[src/hw/rtl/eabp_pkg.sv]
`default_nettype none

package eabp_pkg;

  localparam int WINDOW_LEN = 256;
  localparam int WIN_W = (WINDOW_LEN > 1) ? $clog2(WINDOW_LEN) : 1;

  localparam int COEF_DEPTH = 18;
  localparam int COEF_AW = 5;
  localparam int HIST_DEPTH = 16;
  localparam int HIST_AW = 4;

  localparam logic [COEF_AW-1:0] NUM_COEF = 5'd18;
  localparam logic [COEF_AW-1:0] HP_BASE = 5'd0;
  localparam logic [COEF_AW-1:0] LP_BASE = 5'd9;
  localparam logic [COEF_AW-1:0] CLR_LAST = 5'd17;

  localparam logic FUNC_SAMPLE = 1'b0;
  localparam logic FUNC_LOAD = 1'b1;

  localparam logic [25:0] UV_PER_CODE = 26'd52800;
  localparam logic [25:0] UV_OFFSET = 26'd27033600;

  typedef struct packed {
    logic              func;
    logic [9:0]        adc_code;
    logic [4:0]        coef_index;
    logic signed [31:0] coef_value;
  } sample_t;

  typedef struct packed {
    logic signed [25:0] raw_microvolts;
    logic signed [31:0] filtered_sample;
    logic               window_end;
  } result_t;

endpackage

`default_nettype wire

[src/hw/rtl/eabp_ram.sv]
`default_nettype none

module eabp_ram #(
  parameter int WIDTH = 32,
  parameter int DEPTH = 16
) (
  input  wire logic                     clk,
  input  wire logic                     we,
  input  wire logic [$clog2(DEPTH)-1:0] waddr,
  input  wire logic [WIDTH-1:0]         wdata,
  input  wire logic [$clog2(DEPTH)-1:0] raddr,
  output logic      [WIDTH-1:0]         rdata
);

  logic [WIDTH-1:0] mem [DEPTH];

  always_ff @(posedge clk) begin
    if (we) begin
      mem[waddr] <= wdata;
    end
    rdata <= mem[raddr];
  end

endmodule

`default_nettype wire

[src/hw/rtl/eeg_adc_bandpass_iir_chain.sv]
// samples are taken only while idle and processed one at a time, each stepping
// through nine taps per filter stage on the single 32x32 multiplier
// a coefficient load request gives no result
// a result waiting at the output does not hold off the next request
// after reset a clearing pass zeroes coefficients and history, stall held high
`default_nettype none

module eeg_adc_bandpass_iir_chain
  import eabp_pkg::*;
(
  input  wire logic    clk,
  input  wire logic    rst,
  input  wire logic    sample_valid,
  output logic         sample_stall,
  input  wire sample_t sample,
  output logic         result_valid,
  input  wire logic    result_stall,
  output result_t      result
);

  localparam logic [2:0] ST_CLEAR = 3'd0;
  localparam logic [2:0] ST_IDLE  = 3'd1;
  localparam logic [2:0] ST_MAC   = 3'd2;
  localparam logic [2:0] ST_WRY   = 3'd3;
  localparam logic [2:0] ST_OUT   = 3'd4;

  logic [2:0]          state;
  logic [COEF_AW-1:0]  clr_cnt;
  logic [3:0]          cnt;
  logic                filt;
  logic [1:0]          ptr;
  logic [WIN_W-1:0]    wpos;
  logic signed [25:0]  raw;
  logic signed [31:0]  x_cur;
  logic signed [67:0]  acc;
  logic signed [63:0]  prod;
  logic                s1_valid;
  logic                s1_neg;
  logic                s1_usex;
  logic                s2_valid;
  logic                s2_neg;

  logic                accept;
  logic                issue;
  logic                out_free;
  logic [25:0]         code_uv;
  logic signed [25:0]  raw_conv;
  logic [1:0]          ptr_new;

  logic                coef_we;
  logic [COEF_AW-1:0]  coef_waddr;
  logic [31:0]         coef_wdata;
  logic [COEF_AW-1:0]  coef_raddr;
  logic [31:0]         coef_rdata;

  logic                hist_we;
  logic [HIST_AW-1:0]  hist_waddr;
  logic [31:0]         hist_wdata;
  logic [HIST_AW-1:0]  hist_raddr;
  logic [31:0]         hist_rdata;

  logic signed [31:0]  mul_b;
  logic signed [67:0]  prod_ext;
  logic signed [67:0]  acc_rnd;
  logic signed [40:0]  y_wide;
  logic signed [31:0]  y_sat;

  assign sample_stall = (state != ST_IDLE);
  assign accept = sample_valid && !sample_stall;
  assign issue = (state == ST_MAC) && (cnt <= 4'd8);
  assign out_free = !result_valid || !result_stall;
  assign ptr_new = ptr + 2'd1;

  assign code_uv = 26'(sample.adc_code) * UV_PER_CODE;
  assign raw_conv = signed'(code_uv - UV_OFFSET);

  // rounding to nearest, ties up, then saturation to 32 bits
  assign acc_rnd = acc + (68'sd1 <<< 26);
  assign y_wide = acc_rnd[67:27];
  assign y_sat = (y_wide[40:31] == {10{y_wide[31]}}) ? y_wide[31:0] :
                 (y_wide[40] ? 32'sh8000_0000 : 32'sh7fff_ffff);

  assign coef_raddr = (filt ? LP_BASE : HP_BASE) + {1'b0, cnt};
  // ages of x and y taps share the same slot arithmetic on a circular history
  assign hist_raddr = {filt, (cnt >= 4'd5), 2'(ptr - cnt[1:0] + 2'd1)};

  always_comb begin
    coef_we = 1'b0;
    coef_waddr = clr_cnt;
    coef_wdata = '0;
    if (state == ST_CLEAR) begin
      coef_we = 1'b1;
    end else if (accept && (sample.func == FUNC_LOAD) && (sample.coef_index < NUM_COEF)) begin
      coef_we = 1'b1;
      coef_waddr = sample.coef_index;
      coef_wdata = sample.coef_value;
    end
  end

  always_comb begin
    hist_we = 1'b0;
    hist_waddr = clr_cnt[HIST_AW-1:0];
    hist_wdata = '0;
    case (state)
      ST_CLEAR: begin
        hist_we = 1'b1;
      end
      ST_MAC: begin
        // oldest input slot was read at tap four, so it may be replaced now
        if (cnt == 4'd5) begin
          hist_we = 1'b1;
          hist_waddr = {filt, 1'b0, ptr_new};
          hist_wdata = x_cur;
        end
      end
      ST_WRY: begin
        hist_we = 1'b1;
        hist_waddr = {filt, 1'b1, ptr_new};
        hist_wdata = y_sat;
      end
      default: begin
        hist_we = 1'b0;
      end
    endcase
  end

  eabp_ram #(
    .WIDTH(32),
    .DEPTH(COEF_DEPTH)
  ) u_coef_ram (
    .clk   (clk),
    .we    (coef_we),
    .waddr (coef_waddr),
    .wdata (coef_wdata),
    .raddr (coef_raddr),
    .rdata (coef_rdata)
  );

  eabp_ram #(
    .WIDTH(32),
    .DEPTH(HIST_DEPTH)
  ) u_hist_ram (
    .clk   (clk),
    .we    (hist_we),
    .waddr (hist_waddr),
    .wdata (hist_wdata),
    .raddr (hist_raddr),
    .rdata (hist_rdata)
  );

  assign mul_b = s1_usex ? x_cur : signed'(hist_rdata);
  assign prod_ext = {{4{prod[63]}}, prod};

  always_ff @(posedge clk) begin
    prod <= signed'(coef_rdata) * mul_b;
    if (state == ST_IDLE || state == ST_WRY) begin
      acc <= '0;
    end else if (s2_valid) begin
      acc <= s2_neg ? (acc - prod_ext) : (acc + prod_ext);
    end
    s1_neg <= (cnt >= 4'd5);
    s1_usex <= (cnt == 4'd0);
    s2_neg <= s1_neg;
  end

  always_ff @(posedge clk) begin
    if (rst) begin
      state <= ST_CLEAR;
      clr_cnt <= '0;
      cnt <= '0;
      filt <= 1'b0;
      ptr <= '0;
      wpos <= '0;
      s1_valid <= 1'b0;
      s2_valid <= 1'b0;
      result_valid <= 1'b0;
    end else begin
      s1_valid <= issue;
      s2_valid <= s1_valid;
      if ((state == ST_OUT) && out_free) begin
        result_valid <= 1'b1;
      end else if (result_valid && !result_stall) begin
        result_valid <= 1'b0;
      end
      case (state)
        ST_CLEAR: begin
          clr_cnt <= clr_cnt + 5'd1;
          if (clr_cnt == CLR_LAST) begin
            state <= ST_IDLE;
          end
        end
        ST_IDLE: begin
          if (accept && (sample.func == FUNC_SAMPLE)) begin
            raw <= raw_conv;
            x_cur <= 32'(raw_conv);
            filt <= 1'b0;
            cnt <= '0;
            state <= ST_MAC;
          end
        end
        ST_MAC: begin
          cnt <= cnt + 4'd1;
          if (cnt == 4'd10) begin
            state <= ST_WRY;
          end
        end
        ST_WRY: begin
          x_cur <= y_sat;
          cnt <= '0;
          if (!filt) begin
            filt <= 1'b1;
            state <= ST_MAC;
          end else begin
            state <= ST_OUT;
          end
        end
        ST_OUT: begin
          if (out_free) begin
            result.raw_microvolts <= raw;
            result.filtered_sample <= x_cur;
            result.window_end <= (wpos == WIN_W'(WINDOW_LEN - 1));
            wpos <= (wpos == WIN_W'(WINDOW_LEN - 1)) ? '0 : wpos + 1'b1;
            ptr <= ptr_new;
            state <= ST_IDLE;
          end
        end
        default: begin
          state <= ST_IDLE;
        end
      endcase
    end
  end

  a_result_from_out: assert property (@(posedge clk) disable iff (rst)
    $rose(result_valid) |-> $past(state) == ST_OUT)
    else $error("result raised outside the output step");

  a_acc_only_in_mac: assert property (@(posedge clk) disable iff (rst)
    s2_valid |-> state == ST_MAC)
    else $error("product arrived outside the tap sequence");

  a_wry_drained: assert property (@(posedge clk) disable iff (rst)
    state == ST_WRY |-> !s1_valid && !s2_valid)
    else $error("output written back before all taps were summed");

  a_out_delivers: assert property (@(posedge clk) disable iff (rst)
    (state == ST_OUT && out_free) |=> result_valid && state == ST_IDLE)
    else $error("finished sample not delivered");

endmodule

`default_nettype wire

[config.mk]
export PLATFORM = sky130hd
export DESIGN_NAME = eeg_adc_bandpass_iir_chain
export DESIGN_NICKNAME = d
export VERILOG_FILES = /design/src/hw/rtl/eabp_pkg.sv /design/src/hw/rtl/eabp_ram.sv /design/src/hw/rtl/eeg_adc_bandpass_iir_chain.sv
export SDC_FILE = /design/constraint.sdc
export NUM_CORES = 2
export LEC_CHECK = 0
export BUFFER_PORTS_ARGS = -buffer_cell sky130_fd_sc_hd__buf_2
export CAP_MARGIN = 5
export CORE_ASPECT_RATIO = 1.1
export CORE_UTILIZATION = 35
export DETAILED_ROUTE_END_ITERATION = 8
export PLACE_DENSITY = 0.49
export SETUP_SLACK_MARGIN = 0.1
export SLEW_MARGIN = 15
export SYNTH_ARGS = -nofsm -noshare
export SYNTH_HDL_FRONTEND = slang
export SYNTH_HIERARCHICAL = 1
export SYNTH_SLANG_ARGS = --single-unit
[constraint.sdc]
create_clock -name clk -period 11.2 [get_ports clk]
set_input_delay 2.8 -clock clk [delete_from_list [all_inputs] [get_ports clk]]
set_output_delay 2.8 -clock clk [all_outputs]
set_load 0.005 [all_outputs]
== After elaboration in Yosys (flattened, before gate mapping) ==
Memory sizes are Yosys's and may differ from the RTL's. A register that Yosys moved wholly into a read port is not among the register bits.
Cells that the tools add are included.
W data, S select, Z words.

* Input bits: 52
* Bits in writable memories: 1,088
* Memories kept: 2
* Flip-flop bits (word level): 278
* Output and inout bits: 61

{| class="wikitable"
|+ Memory list
! memory !! depth !! width !! read ports !! clocked after memory_dff !! wr ports !! RTL line !! RTL
|-
| u_coef_ram.mem || 18 || 32 || 1 || 1 || 1 || eabp_ram.sv:15 || <nowiki>logic [WIDTH-1:0] mem [DEPTH];</nowiki>
|-
| u_hist_ram.mem || 16 || 32 || 1 || 1 || 1 || eabp_ram.sv:15 ||
|}

* $mul: 2
* Muxes and demuxes: 36
* $lt $le $gt $ge: 3
* Reductions and logical operators: 25
* Bitwise logic cells: 2
* Add/subtract/negate cells: 11
* Equality and inequality tests: 14

{| class="wikitable"
|+ Operator list
! cell !! count
|-
| $mux W32 || 7
|-
| $pmux W32 S2 || 2
|-
| $add A68 B28 Y68 const B || 1
|-
| $add A68 B64 Y68 || 1
|-
| $mux W68 || 1
|-
| $sub A68 B64 Y68 || 1
|-
| $mul A32 B32 Y64 || 1
|-
| $sub A26 B25 Y26 const B || 1
|-
| $mul A10 B10 Y20 const B || 1
|-
| $mux W3 || 5
|-
| $pmux W3 S5 || 1
|-
| $mux W4 || 3
|-
| $pmux W4 S3 || 1
|-
| $mux W1 || 10
|-
| $mux W5 || 2
|-
| $eq A9 B9 Y1 || 1
|-
| $reduce_and A3 Y1 || 3
|-
| $add A8 B1 Y8 const B || 1
|-
| $eq A8 B8 Y1 const B || 1
|-
| $mux W8 || 1
|-
| $pmux W4 S2 || 1
|-
| $logic_and A1 B1 Y1 || 7
|-
| $eq A3 B2 Y1 const B || 2
|-
| $ne A2 B1 Y1 const B || 3
|-
| other kinds (26) || 35
|}

== Depth between registers and ports, before layout ==
* Depth in word-level cells: 9
* Depth in mapped cells: 32
* Depth with buffers taken out: 28

== Cells and area by module ==
The synthesis kept the hierarchy.

{| class="wikitable"
|+ By module, submodules not included
! module !! seq. area each (um^2) !! times used !! area an instance (um^2) !! cells an instance
|-
| eeg_adc_bandpass_iir_chain || 6,376.1 || 1 || 53,847.9 || 5,781
|-
| eabp_ram (u_coef_ram) || 17,937.2 || 1 || 22,705.5 || 1,055
|-
| eabp_ram (u_hist_ram) || 16,015.4 || 1 || 19,854.0 || 838
|}

== Least setup slack after synthesis ==
No wires, ideal clock.

* Path type: reg-to-reg
* From: register s1_usex
* To: register prod[62]
* Setup slack: 2.402 ns
* Stages on the path, launching flop included: 32
* Path buffers: 5
* Library setup time: 0.122 ns
* Period minus slack after synthesis: 8.798 ns
* Data arrival time: 8.675 ns
* Cells stage by stage: dfxtp_1 -> clkbuf_1 -> clkbuf_1 -> clkbuf_1 -> mux2_2 -> clkbuf_1 -> nand2_1 -> inv_1 -> fa_1 -> fa_1 -> fa_1 -> fa_1 -> inv_1 -> fa_1 -> inv_1 -> fa_1 -> inv_1 -> fa_1 -> inv_1 -> fa_1 -> ha_1 -> clkbuf_1 -> a21oi_1 -> nor2b_1 -> o21ai_0 -> nand2b_1 -> a21o_1 -> a21o_1 -> a21oi_1 -> nor3b_1 -> nor3_1 -> nand3_1

* Longest elaborated chain between the ends: 2

{| class="wikitable"
|+ RTL lines
! element !! RTL line !! RTL
|-
| from (decl) || eeg_adc_bandpass_iir_chain.sv:39 || <nowiki>logic s1_usex;</nowiki>
|-
| from (signal assigned) || eeg_adc_bandpass_iir_chain.sv:162 || <nowiki>s1_usex <= (cnt == 4'd0);</nowiki>
|-
| $mux W32 || eeg_adc_bandpass_iir_chain.sv:151 || <nowiki>assign mul_b = s1_usex ? x_cur : signed'(hist_rdata);</nowiki>
|-
| $mul A32 B32 Y64 || eeg_adc_bandpass_iir_chain.sv:155 || <nowiki>prod <= signed'(coef_rdata) * mul_b;</nowiki>
|-
| to (signal assigned) || eeg_adc_bandpass_iir_chain.sv:155 ||
|-
| to (decl) || eeg_adc_bandpass_iir_chain.sv:36 || <nowiki>logic signed [63:0] prod;</nowiki>
|}

Every way passes these cells.
A chain may end at the register's enable or synchronous reset.

== Final worst setup path ==
Ends and elaborated chain as after synthesis.

==> results by group <==
Min path
  • Hold Crit Start: s1_neg
  • Hold Path Class: flop to flop

Yosys
  • Asr flop ratio synth: 0%
  • YS warnings: 6
  • Synth top area cells: edfxtp_1 (37%), fa_1 (23%), mux4_2 (5.2%)
  • Ys flop type: edfxtp_1
  • Leading area contributor after synthesis: edfxtp_1
  • Top cell type's share of synthesized area: 37.2%
  • Syn Std Cell Area: 96400 um^2
  • EDFF count, synth: 1193
  • Post-Synth XOR/XNOR Area: 2.37%
  • Mux contribution to synthesized area: 7.47%
  • Fraction of the mapped netlist area in adder cells: 27.2%
  • Yosys reg bits: 1418
  • Register area share after synthesis: 41.8%
  • Simple logic cell fraction of the synthesized area: 9.57%
  • Post-synth cell types: 91
  • Syn_area_per_cell: 12.6 um^2
  • Post-synthesis compound-gate area fraction: 5.67%
  • Mapped Cells: 7674
  • Largest family of logic cells by synthesized area: adder cells

Global route
  • Pin count of the biggest net entering global routing: 132
  • First-pass GRT wire length: 415000 um
  • Initial antenna violation count: 10
  • Vias in the first global route: 63200
  • GR Overflow Total: 0
  • Total track usage: 20.1%

Die
  • Row Count: 201
  • Die height: 552 um
  • Die span in x: 502 um
  • Top Ports: 113
  • Core area: 273000 um^2
  • Die Area: 278000 um^2
  • Starting Density: 35.3%

CTS
  • CTS tree: built
  • # hold bufs at CTS: 0
  • Postcts setup bufs: 0
  • # H-tree levels: 4
  • Inserted Clock Buffers: 168
  • Clk slew on worst S/H paths: 0.06 ns
  • TritonCTS Sinks: 1418
  • Post-CTS sizing: 0
  • Clk Tree Root Cell: clkbuf_16
  • Max Buffers Root-to-Sink: 4
  • Clk_lat worst skew: 0.86 ns

Critical path
  • R2r setup slk: 1.12 ns
  • Critical Path RT: 11.86 ns
  • Setup crit end kind: flop
  • Worst reg2reg startpoint: s1_usex
  • Arrival time at the worst endpoint: 10.74 ns
  • CP startpoint: s1_usex
  • CP Class: flop to flop
  • Max Fanout on Critical Path: 32
  • Worst setup SP type: flop

Final layout
  • Multi-input gate area: 51000 um^2
  • Share of layout cells above drive strength 1: 11.1%
  • Commonest non-fill, non-tap cell in the layout: edfxtp_1
  • Area Overhead vs Synth: 10.6%
  • Most frequent cells in the layout: edfxtp_1 (1193), fa_1 (1106), inv_1 (1052), nand2_1 (692)
  • Layout Utilization: 39.0%
  • Sequential standard cell area: 40300 um^2
  • Fill cell count: 26200
  • Nets: 9189

STA
  • Endpoints failing setup: 0
  • Unrepaired setup endpoints after global routing: no
  • Final hold violation count: 0
  • Max Slew Vio Count: 0
  • Final Worst Setup Slack: 1.12 ns
  • Period minus WS final: 10.08 ns
  • Worst slew margin: 19.6%
  • Peak Freq: 0.0992 GHz
  • Measured slew at the worst slew-check pin: 1.21 ns
  • Final worst path period share: 90.0%
  • Clock Skew: 0.101 ns
  • Setup_tns: 0 ns

Place
  • Worst slack, placed: 1.07 ns
  • Routability Congestion: 0.871
  • DP HPWL: 191000 um
  • I/O Buffers: 106

Route
  • Per-cell routed wire length: 24.0 um
  • DR vias: 58900
  • TritonRoute pass-1 iters: 5
  • Via density: 5.13
  • Drt initial violations: 4197
  • Wirelength, routed: 276000 um
  • DRC: 0
  • Remaining antenna violation count: 0

Outcome
  • Outcome: completed

Flow run
  • Max_cap viols: 0
synth_stat cells (all sizes together) (41+ instances only):
library cell     n
o21ai          138
a22oi           65
a21oi          226
mux2i          148
nand2          692
nand3           51
fa            1106
ha             330
mux2            59
buf             84
inv           1052
clkbuf         307
a21o           140
nor2           256
xnor2          176
nor3            61
xor2            85
mux4           224
o211ai          41
edfxtp        1193
dfxtp          225
and2           330
nor2b          265
nand4           48
layout make-up:
class                      instances  area share, %
inverter                        1052           3.70
clock buffer                     218           4.26
clock inverter                    82          0.645
antenna                            4        0.00939
tap                             3654           4.29
timing repair buffer             243           1.47
sequential                      1418           37.8
multi-input combinational       4818           47.8
per-layer routing:
| layer | share of wire, % | vias up | GRT usage, % |
|---|---|---|---|
| met4 | 2.5 | 2 | 4.97 |
| met3 | 4.6 | 379 | 2.47 |
| met5 | 0.0047 | - | 0 |
| met2 | 50 | 1354 | 34.3 |
| met1 | 43 | 31300 | 26.9 |
| li1 | - | 25900 | - |
per-stage QoR:
stage	hold slack (ns)	instance area, um^2	cells
5_1_grt	0.329	107000	11500
3_5_place_dp	0.312	101000	11200
3_3_place_gp	0.313	101000	11200
2_1_floorplan	0.310	96400	7679
4_1_cts	0.327	107000	11500
6_report	0.328	107000	11500
critical path: stages (launching register included):
cell	delay (ns)
dfxtp_2	0.59
buf_4	0.29
mux2_2	0.62
and2_1	0.33
fa_1	0.57
fa_1	0.47
fa_1	1.07
fa_1	0.57
fa_1	0.50
fa_1	0.58
fa_1	0.45
fa_1	0.45
ha_1	0.47
inv_1	0.10
nor2_1	0.34
nand2_1	0.14
nor3_1	0.48
o311ai_1	0.44
a21oi_1	0.37
buf_4	0.20
a31oi_1	0.20
o221ai_1	0.43
a21o_1	0.17
nand3_1	0.06
cells by family after synthesis:
| logic type | count (synthesis) |
|---|---|
| buffers and inverters | 1443 |
| adders and majority gates | 1436 |
| DFF | 1418 |
| xor gates and xnor gates | 261 |
| AOI/OAI and AO/OA | 828 |
| other | 1 |
| muxes | 431 |
| and+or+nand+nor | 1856 |
worst paths after layout:
check / to / cells past startpoint
worst min register to register: s2_neg / 0
worst max-delay path: prod[62] / 23
worst max register to register: prod[62] / 23
worst min-delay path: s2_neg / 0
registers in the layout (all words and copies together) (netlist names), 2 cells and up:
register	cells
u_hist_ram/rdata	32
wpos	8
clr_cnt	5
acc	68
ptr	2
state	3
u_hist_ram/mem	512
raw	20
cnt	4
x_cur	32
prod	64
u_coef_ram/rdata	32
result	53
u_coef_ram/mem	576
Power is left out: the tool's default activity adds up to more than one toggle a clock period on the data nets, which glitch-free logic cannot reach.
